## src/rtl/kvt_pkg.sv

```systemverilog
package kvt_pkg;

    localparam int unsigned CAPACITY_DEF = 16;
    localparam int unsigned KEY_W        = 32;
    localparam int unsigned VALUE_W      = 32;
    localparam int unsigned STATUS_W     = 3;
    localparam int unsigned ENTRY_IDX_W  = 4;

    typedef enum logic [STATUS_W-1:0] {
        ST_INSERTED = 3'd0,
        ST_UPDATED  = 3'd1,
        ST_FULL     = 3'd2,
        ST_HIT      = 3'd3,
        ST_MISS     = 3'd4
    } t_status;

    typedef enum logic {
        OP_WRITE  = 1'b0,
        OP_LOOKUP = 1'b1
    } t_op;

    typedef struct packed {
        t_op                       op;
        logic signed [KEY_W-1:0]   key;
        logic signed [VALUE_W-1:0] value;
    } t_req;

    typedef enum logic [2:0] {
        S_IDLE,
        S_READ,
        S_CMP,
        S_DECIDE,
        S_RESP
    } t_state;

endpackage

```

## src/rtl/key_value_table_top.sv

```systemverilog
// Associative table of up to CAPACITY signed 32-bit key/value pairs. A write
// beat updates the value of a stored key or appends a new pair (dropped with
// status full when the table is full); a lookup beat returns hit, slot and
// value. Each beat gives exactly one result beat. Beats enter a two-deep
// queue and are carried out one at a time by a search engine that reads the
// stored keys in slot order from its single key-memory port, each read
// followed by a compare, up to the slot of the match or the last filled slot
// on a miss, and reads no key at all on an empty table. The output holds one
// finished result while the next item is searched.
module key_value_table_top #(
    parameter int unsigned CAPACITY = kvt_pkg::CAPACITY_DEF
) (
    input  logic                                   i_clk,
    input  logic                                   i_rst_n,
    input  logic                                   i_valid,
    output logic                                   o_ready,
    input  logic                                   i_req_type,
    input  logic signed [kvt_pkg::KEY_W-1:0]       i_key,
    input  logic signed [kvt_pkg::VALUE_W-1:0]     i_value,
    output logic                                   o_valid,
    input  logic                                   i_ready,
    output logic [kvt_pkg::STATUS_W-1:0]           o_status,
    output logic                                   o_hit,
    output logic [kvt_pkg::ENTRY_IDX_W-1:0]        o_entry_index,
    output logic signed [kvt_pkg::VALUE_W-1:0]     o_read_value
);

    logic          w_q_valid;
    logic          w_q_pop;
    kvt_pkg::t_req w_q_req;

    kvt_front u_front (
        .i_clk      (i_clk),
        .i_rst_n    (i_rst_n),
        .i_valid    (i_valid),
        .o_ready    (o_ready),
        .i_req_type (i_req_type),
        .i_key      (i_key),
        .i_value    (i_value),
        .o_q_valid  (w_q_valid),
        .i_q_pop    (w_q_pop),
        .o_q_req    (w_q_req)
    );

    kvt_back #(
        .CAPACITY (CAPACITY)
    ) u_back (
        .i_clk         (i_clk),
        .i_rst_n       (i_rst_n),
        .i_q_valid     (w_q_valid),
        .o_q_pop       (w_q_pop),
        .i_q_req       (w_q_req),
        .o_valid       (o_valid),
        .i_ready       (i_ready),
        .o_status      (o_status),
        .o_hit         (o_hit),
        .o_entry_index (o_entry_index),
        .o_read_value  (o_read_value)
    );

`ifndef SYNTHESIS
    a_pop_needs_item: assert property (@(posedge i_clk) disable iff (!i_rst_n)
        w_q_pop |-> w_q_valid)
        else $error("queue popped while empty");

    a_hit_matches_status: assert property (@(posedge i_clk) disable iff (!i_rst_n)
        o_valid |-> (o_hit == (o_status == kvt_pkg::ST_UPDATED ||
                               o_status == kvt_pkg::ST_HIT)))
        else $error("hit flag disagrees with status");

    a_value_only_on_hit: assert property (@(posedge i_clk) disable iff (!i_rst_n)
        o_valid && (o_status != kvt_pkg::ST_HIT) |-> (o_read_value == '0))
        else $error("read value set without a lookup hit");

    a_no_index_when_absent: assert property (@(posedge i_clk) disable iff (!i_rst_n)
        o_valid && (o_status == kvt_pkg::ST_MISS || o_status == kvt_pkg::ST_FULL)
        |-> (o_entry_index == '0))
        else $error("entry index set on miss or full drop");
`endif

endmodule

```

## src/rtl/kvt_front.sv

```systemverilog
module kvt_front (
    input  logic                                i_clk,
    input  logic                                i_rst_n,
    input  logic                                i_valid,
    output logic                                o_ready,
    input  logic                                i_req_type,
    input  logic signed [kvt_pkg::KEY_W-1:0]    i_key,
    input  logic signed [kvt_pkg::VALUE_W-1:0]  i_value,
    output logic                                o_q_valid,
    input  logic                                i_q_pop,
    output kvt_pkg::t_req                       o_q_req
);

    kvt_pkg::t_req r_buf [2];
    logic          r_wp;
    logic          r_rp;
    logic [1:0]    r_cnt;
    logic          w_push;
    logic          w_pop;
    kvt_pkg::t_req w_req;

    always_comb begin
        w_req.op    = i_req_type ? kvt_pkg::OP_LOOKUP : kvt_pkg::OP_WRITE;
        w_req.key   = i_key;
        w_req.value = i_value;
    end

    assign o_ready   = (r_cnt != 2'd2);
    assign o_q_valid = (r_cnt != 2'd0);
    assign o_q_req   = r_buf[r_rp];
    assign w_push    = i_valid && o_ready;
    assign w_pop     = i_q_pop && o_q_valid;

    always_ff @(posedge i_clk) begin
        if (!i_rst_n) begin
            r_wp  <= 1'b0;
            r_rp  <= 1'b0;
            r_cnt <= 2'd0;
        end else begin
            if (w_push) begin
                r_wp <= ~r_wp;
            end
            if (w_pop) begin
                r_rp <= ~r_rp;
            end
            case ({w_push, w_pop})
                2'b10:   r_cnt <= r_cnt + 2'd1;
                2'b01:   r_cnt <= r_cnt - 2'd1;
                default: r_cnt <= r_cnt;
            endcase
        end
    end

    always_ff @(posedge i_clk) begin
        if (w_push) begin
            r_buf[r_wp] <= w_req;
        end
    end

endmodule

```

## src/rtl/kvt_back.sv

```systemverilog
module kvt_back #(
    parameter int unsigned CAPACITY = kvt_pkg::CAPACITY_DEF
) (
    input  logic                                   i_clk,
    input  logic                                   i_rst_n,
    input  logic                                   i_q_valid,
    output logic                                   o_q_pop,
    input  kvt_pkg::t_req                          i_q_req,
    output logic                                   o_valid,
    input  logic                                   i_ready,
    output logic [kvt_pkg::STATUS_W-1:0]           o_status,
    output logic                                   o_hit,
    output logic [kvt_pkg::ENTRY_IDX_W-1:0]        o_entry_index,
    output logic signed [kvt_pkg::VALUE_W-1:0]     o_read_value
);

    localparam int unsigned IW = $clog2(CAPACITY);
    localparam int unsigned CW = $clog2(CAPACITY + 1);

    logic [kvt_pkg::KEY_W-1:0]   r_key_mem [CAPACITY];
    logic [kvt_pkg::VALUE_W-1:0] r_val_mem [CAPACITY];

    kvt_pkg::t_state r_state;
    kvt_pkg::t_state n_state;
    logic [CW-1:0]   r_count;
    logic [CW-1:0]   n_count;
    kvt_pkg::t_req   r_req;
    logic [IW-1:0]   r_idx;
    logic [IW-1:0]   n_idx;
    logic [IW-1:0]   r_slot;
    logic            r_found;
    logic [kvt_pkg::KEY_W-1:0]   r_kdata;
    logic [kvt_pkg::VALUE_W-1:0] r_vdata;

    kvt_pkg::t_status                r_res_status;
    kvt_pkg::t_status                n_res_status;
    logic                            r_res_hit;
    logic                            n_res_hit;
    logic [kvt_pkg::ENTRY_IDX_W-1:0] r_res_idx;
    logic [kvt_pkg::ENTRY_IDX_W-1:0] n_res_idx;
    logic                            r_res_rd;
    logic                            n_res_rd;

    logic                            r_out_valid;
    logic [kvt_pkg::STATUS_W-1:0]    r_out_status;
    logic                            r_out_hit;
    logic [kvt_pkg::ENTRY_IDX_W-1:0] r_out_idx;
    logic [kvt_pkg::VALUE_W-1:0]     r_out_value;

    logic          w_pop;
    logic          w_match;
    logic          w_last;
    logic          w_load;
    logic          w_full;
    logic          w_wr_key;
    logic          w_wr_val;
    logic [IW-1:0] w_ins_idx;
    logic [IW-1:0] w_wr_idx;

    assign w_match   = (r_kdata == r_req.key);
    assign w_last    = ((CW'(r_idx) + CW'(1)) == r_count);
    assign w_full    = (r_count == CW'(CAPACITY));
    assign w_ins_idx = IW'(r_count);
    assign w_wr_idx  = r_found ? r_slot : w_ins_idx;

    always_comb begin
        n_state = r_state;
        case (r_state)
            kvt_pkg::S_IDLE: begin
                if (i_q_valid) begin
                    n_state = (r_count == '0) ? kvt_pkg::S_DECIDE : kvt_pkg::S_READ;
                end
            end
            kvt_pkg::S_READ: begin
                n_state = kvt_pkg::S_CMP;
            end
            kvt_pkg::S_CMP: begin
                n_state = (w_match || w_last) ? kvt_pkg::S_DECIDE : kvt_pkg::S_READ;
            end
            kvt_pkg::S_DECIDE: begin
                n_state = kvt_pkg::S_RESP;
            end
            kvt_pkg::S_RESP: begin
                if (!r_out_valid || i_ready) begin
                    n_state = kvt_pkg::S_IDLE;
                end
            end
            default: begin
                n_state = kvt_pkg::S_IDLE;
            end
        endcase
    end

    always_comb begin
        w_pop        = 1'b0;
        w_load       = 1'b0;
        w_wr_key     = 1'b0;
        w_wr_val     = 1'b0;
        n_idx        = r_idx;
        n_count      = r_count;
        n_res_status = kvt_pkg::ST_MISS;
        n_res_hit    = 1'b0;
        n_res_idx    = '0;
        n_res_rd     = 1'b0;
        case (r_state)
            kvt_pkg::S_IDLE: begin
                w_pop = i_q_valid;
                n_idx = '0;
            end
            kvt_pkg::S_CMP: begin
                if (!w_match && !w_last) begin
                    n_idx = r_idx + IW'(1);
                end
            end
            kvt_pkg::S_DECIDE: begin
                if (r_req.op == kvt_pkg::OP_LOOKUP) begin
                    if (r_found) begin
                        n_res_status = kvt_pkg::ST_HIT;
                        n_res_hit    = 1'b1;
                        n_res_idx    = kvt_pkg::ENTRY_IDX_W'(r_slot);
                        n_res_rd     = 1'b1;
                    end
                end else if (r_found) begin
                    n_res_status = kvt_pkg::ST_UPDATED;
                    n_res_hit    = 1'b1;
                    n_res_idx    = kvt_pkg::ENTRY_IDX_W'(r_slot);
                    w_wr_val     = 1'b1;
                end else if (!w_full) begin
                    n_res_status = kvt_pkg::ST_INSERTED;
                    n_res_idx    = kvt_pkg::ENTRY_IDX_W'(w_ins_idx);
                    w_wr_key     = 1'b1;
                    w_wr_val     = 1'b1;
                    n_count      = r_count + CW'(1);
                end else begin
                    n_res_status = kvt_pkg::ST_FULL;
                end
            end
            kvt_pkg::S_RESP: begin
                w_load = !r_out_valid || i_ready;
            end
            default: begin
                w_pop = 1'b0;
            end
        endcase
    end

    always_ff @(posedge i_clk) begin
        if (!i_rst_n) begin
            r_state     <= kvt_pkg::S_IDLE;
            r_count     <= '0;
            r_out_valid <= 1'b0;
        end else begin
            r_state <= n_state;
            r_count <= n_count;
            if (w_load) begin
                r_out_valid <= 1'b1;
            end else if (i_ready) begin
                r_out_valid <= 1'b0;
            end
        end
    end

    always_ff @(posedge i_clk) begin
        r_idx <= n_idx;
        if (w_pop) begin
            r_req   <= i_q_req;
            r_found <= 1'b0;
        end
        if (r_state == kvt_pkg::S_CMP && w_match) begin
            r_found <= 1'b1;
            r_slot  <= r_idx;
        end
        if (r_state == kvt_pkg::S_DECIDE) begin
            r_res_status <= n_res_status;
            r_res_hit    <= n_res_hit;
            r_res_idx    <= n_res_idx;
            r_res_rd     <= n_res_rd;
        end
        if (w_load) begin
            r_out_status <= r_res_status;
            r_out_hit    <= r_res_hit;
            r_out_idx    <= r_res_idx;
            r_out_value  <= r_res_rd ? r_vdata : '0;
        end
    end

    always_ff @(posedge i_clk) begin
        if (w_wr_key) begin
            r_key_mem[w_ins_idx] <= r_req.key;
        end
        if (w_wr_val) begin
            r_val_mem[w_wr_idx] <= r_req.value;
        end
        r_kdata <= r_key_mem[r_idx];
        r_vdata <= r_val_mem[r_slot];
    end

    assign o_q_pop       = w_pop;
    assign o_valid       = r_out_valid;
    assign o_status      = r_out_status;
    assign o_hit         = r_out_hit;
    assign o_entry_index = r_out_idx;
    assign o_read_value  = r_out_value;

endmodule
```

## config.mk

```make
export PLATFORM = sky130hd
export DESIGN_NAME = key_value_table_top
export DESIGN_NICKNAME = d
export VERILOG_FILES = /design/src/rtl/kvt_pkg.sv /design/src/rtl/key_value_table_top.sv /design/src/rtl/kvt_front.sv /design/src/rtl/kvt_back.sv
export SDC_FILE = /design/constraint.sdc
export NUM_CORES = 1
export LEC_CHECK = 0
export ABC_AREA = 0
export BUFFER_PORTS_ARGS = -buffer_cell sky130_fd_sc_hd__buf_2
export CAP_MARGIN = 10
export CORE_ASPECT_RATIO = 0.5
export CORE_UTILIZATION = 35
export CTS_CLUSTER_SIZE = 24
export DETAILED_ROUTE_END_ITERATION = 6
export PLACE_DENSITY = 0.48
export SYNTH_ARGS = -nofsm -noshare
export SYNTH_HDL_FRONTEND = slang
export SYNTH_HIERARCHICAL = 1
export SYNTH_SLANG_ARGS = --single-unit
```

## constraint.sdc

```tcl
create_clock -name i_clk -period 22.3 [get_ports i_clk]
set_input_delay 3.345 -clock i_clk [delete_from_list [all_inputs] [get_ports i_clk]]
set_output_delay 3.345 -clock i_clk [all_outputs]
set_load 0.02 [all_outputs]
```

==> out/metrics.yaml <==
hold_viol: 0
reg2reg_depth: 4
cts_resized: 0
syn-cell-area_sq_mm: 0.0500
crit_path_max_fanout: 5
reg2reg_to: "u_back/r_vdata[26]$_DFF_P_"
die_x_um: 537
area_growth_pct: 14.6
cts_tree: "done"
grt_max_degree: 110
ys_seq_elements: 1353
die-area_sq_mm: 0.145
cts_hold_buf: 0
root_buffer: "clkbuf_16"
clock_skew_ps: 25.8
vdd_drop_max_v: 0.0000478
finalMaxSlewViolations: 0
coreArea_sq_mm: 0.141
rsz0062_at_grt: "no"
grtUsageTotal_pct: 15.9
portBuffers: 110
finalCritPeriodShare_pct: 22.0
critPathLaunchType: "flop"
end_kind: "output pin"
rows: 97
drive_gt1_share_pct: 26.8
avgSynthCellArea_sq_um: 21.9
hpwl_um: 55000
holdCritPathClass: "reg2reg"
clkSinkCount: 1353
die_y_um: 269
io_pins: 111
h-tree-depth: 4
power_density_mw_per_mm2: 110
synth-warning-count: 6
fin_setup_tns_ps: 0
fillCellCount: 12400
critPathKind: "reg2out"
whs_path_depth: 0
hold_path_end: "u_back/o_entry_index[1]$_DFFE_PP_"
syn_nets: 2354
drtAntennaViolNets: 0
reg2reg_slack_ps: 18390
maxCapViolCount: 0
p_leak_uw: 0.0180
r2r_start: "u_back/r_slot[0]$_DFFE_PP_"
setup_violations: 0
critPathRequiredTime_ps: 18950
fmax_ghz: 0.204
worstPathArrival_ps: 1560
nets: 2546
drc: 0
yosysSeqAreaShare_pct: 79.6
initial_utilization_pct: 35.5
max-clock-path-buffers: 3
viasPerCell: 5.04
cts_setup_buffers: 0
insertion_delay_ps: 770
dr_total_vias: 22400
wirelength_um: 113000
final_area_sq_mm: 0.0573
min_from: "u_back/r_res_idx[1]$_DFFE_PP_"
drt_iter0_markers: 1603
dr.pass1.iters: 5
grt_pass1_wl_um: 165000
slew_headroom_pct: 25.1
synthCells: 2279
globalRouteOverflowTotal: 0
synth_edf_count: 1274
worst_pin_slew_ps: 1120
cts.clk_slew.worst_paths_ps: 60
status: "completed"
grt_pass1_vias: 23500
drt-wirelength-per-cell_um: 25.3
placed_area_sq_mm: 0.0531
period_minus_slack_ps: 4910
cts_buffers: 131
async_flop_share_pct: 0
gp_congestion: 0.701
antenna_found_initial: 0
synth_ff_type: "edfxtp_1"
ys_types: 49
cell families after synthesis:
kind of cell	synth area share (%)
AO/OA/AOI/OAI	2.29
AND/OR/NAND/NOR	1.85
XOR/XNOR	0.770
multiplexers	14.1
flip-flops	79.6
buffers and inverters	1.17
adder cells (fa/ha/maj)	0.150
flip-flops by register name (all words and copies together) (netlist names), 2 cells and up, named ones only:
register,cells
u_back/o_status,3
u_back/r_slot,4
u_back/o_read_value,32
u_back/r_state,3
u_back/r_vdata,32
u_back/r_res_status,3
u_back/r_req,65
u_back/r_kdata,32
u_back/r_count,5
u_back/r_res_idx,4
u_back/r_val_mem,512
u_back/o_entry_index,4
u_front/r_cnt,2
u_back/r_key_mem,512
u_front/r_buf,130
u_back/r_idx,4
metrics by stage:
step / worst slack (ps) / util, % / cells / power, uW / hold WS [ps]
6_report: 17390 / 40.7 / 4458 / 6330 / 420
5_1_grt: 17310 / 40.7 / 4457 / 6600 / 434
4_1_cts: 17320 / 40.7 / 4457 / 6430 / 421
3_5_place_dp: 17130 / 37.7 / 4219 / 4210 / 407
3_3_place_gp: 17150 / 37.7 / 4219 / 4190 / 429
2_1_floorplan: 13590 / - / 2279 / 3880 / 400
cell usage in the layout, fill, tap and decap left out, types with 13 or more instances in the layout:
master and n:
nor2_4 28, o21ai_0 39, clkinv_1 21, clkinv_2 14, and2_1 38, buf_2 110
clkbuf_1 32, a221oi_1 64, dfxtp_1 78, xnor2_1 43, nor2_1 13, mux2_2 65
buf_4 58, a22oi_1 32, mux4_2 224, clkbuf_16 134, clkbuf_8 19, mux2i_1 129
nand2_1 50, edfxtp_1 1274
synth_stat cells (6+ instances only):
master | count | share of area (%)
edfxtp_1 | 1274 | 76
mux4_2 | 224 | 10
mux2i_1 | 129 | 2.6
dfxtp_1 | 79 | 3.2
mux2_2 | 65 | 1.5
a221oi_1 | 64 | 1.1
clkbuf_1 | 54 | 0.41
nand2_1 | 50 | 0.38
xnor2_1 | 43 | 0.75
nor2_1 | 41 | 0.31
and2_1 | 39 | 0.49
o21ai_0 | 39 | 0.39
buf_2 | 37 | 0.37
a22oi_1 | 32 | 0.48
nor3_1 | 12 | 0.12
buf_6 | 9 | 0.20
nand4_1 | 9 | 0.11
buf_4 | 7 | 0.11
nor2b_1 | 7 | 0.088
ha_1 | 6 | 0.15
worst max path at each step:
stage               cells after the start                             end                          start
CTS                                     2                         o_ready  u_front/r_cnt[0]$_SDFFE_PN0P_
floorplan                               6   u_front/r_cnt[1]$_SDFFE_PN0P_  u_front/r_cnt[0]$_SDFFE_PN0P_
global placement                        3  u_front/r_buf[1][16]$_DFFE_PP_                        i_valid
global route                            2                         o_ready  u_front/r_cnt[0]$_SDFFE_PN0P_
detailed placement                      3  u_front/r_buf[1][16]$_DFFE_PP_                        i_valid
finish                                  2                         o_ready  u_front/r_cnt[0]$_SDFFE_PN0P_
layout make-up:
type	instances	area [sq um]	share of cell area (%)
clock buffer	185	3730	6.51
sequential	1353	39800	69.5
inverter	8	32.5	0.0567
tap	1881	2350	4.11
multi-input combinational	808	9860	17.2
clock inverter	53	500	0.873
antenna	1	2.50	0.00437
timing repair buffer	169	1010	1.75
routing by layer:
metal	GRT usage [%]	part of all wire [%]
met1	22.1	46
met2	25.6	49
met3	2.52	3.4
met4	4.63	1.8
met5	0	0
critical path, stage by stage (launching register included):
cell and delay, ps:
dfxtp_1 410, nand2b_1 210, buf_2 190
where the power goes:
group / leakage [uW] / switching (uW) / internal [uW] / total, uW
Sequential: 0.0122 / 227 / 3160 / 3380
Combinational: 0.00372 / 451 / 301 / 751
Clock: 0.00208 / 946 / 1250 / 2200
Total: 0.0180 / 1620 / 4710 / 6330
(Power assumes the default switching activity.)
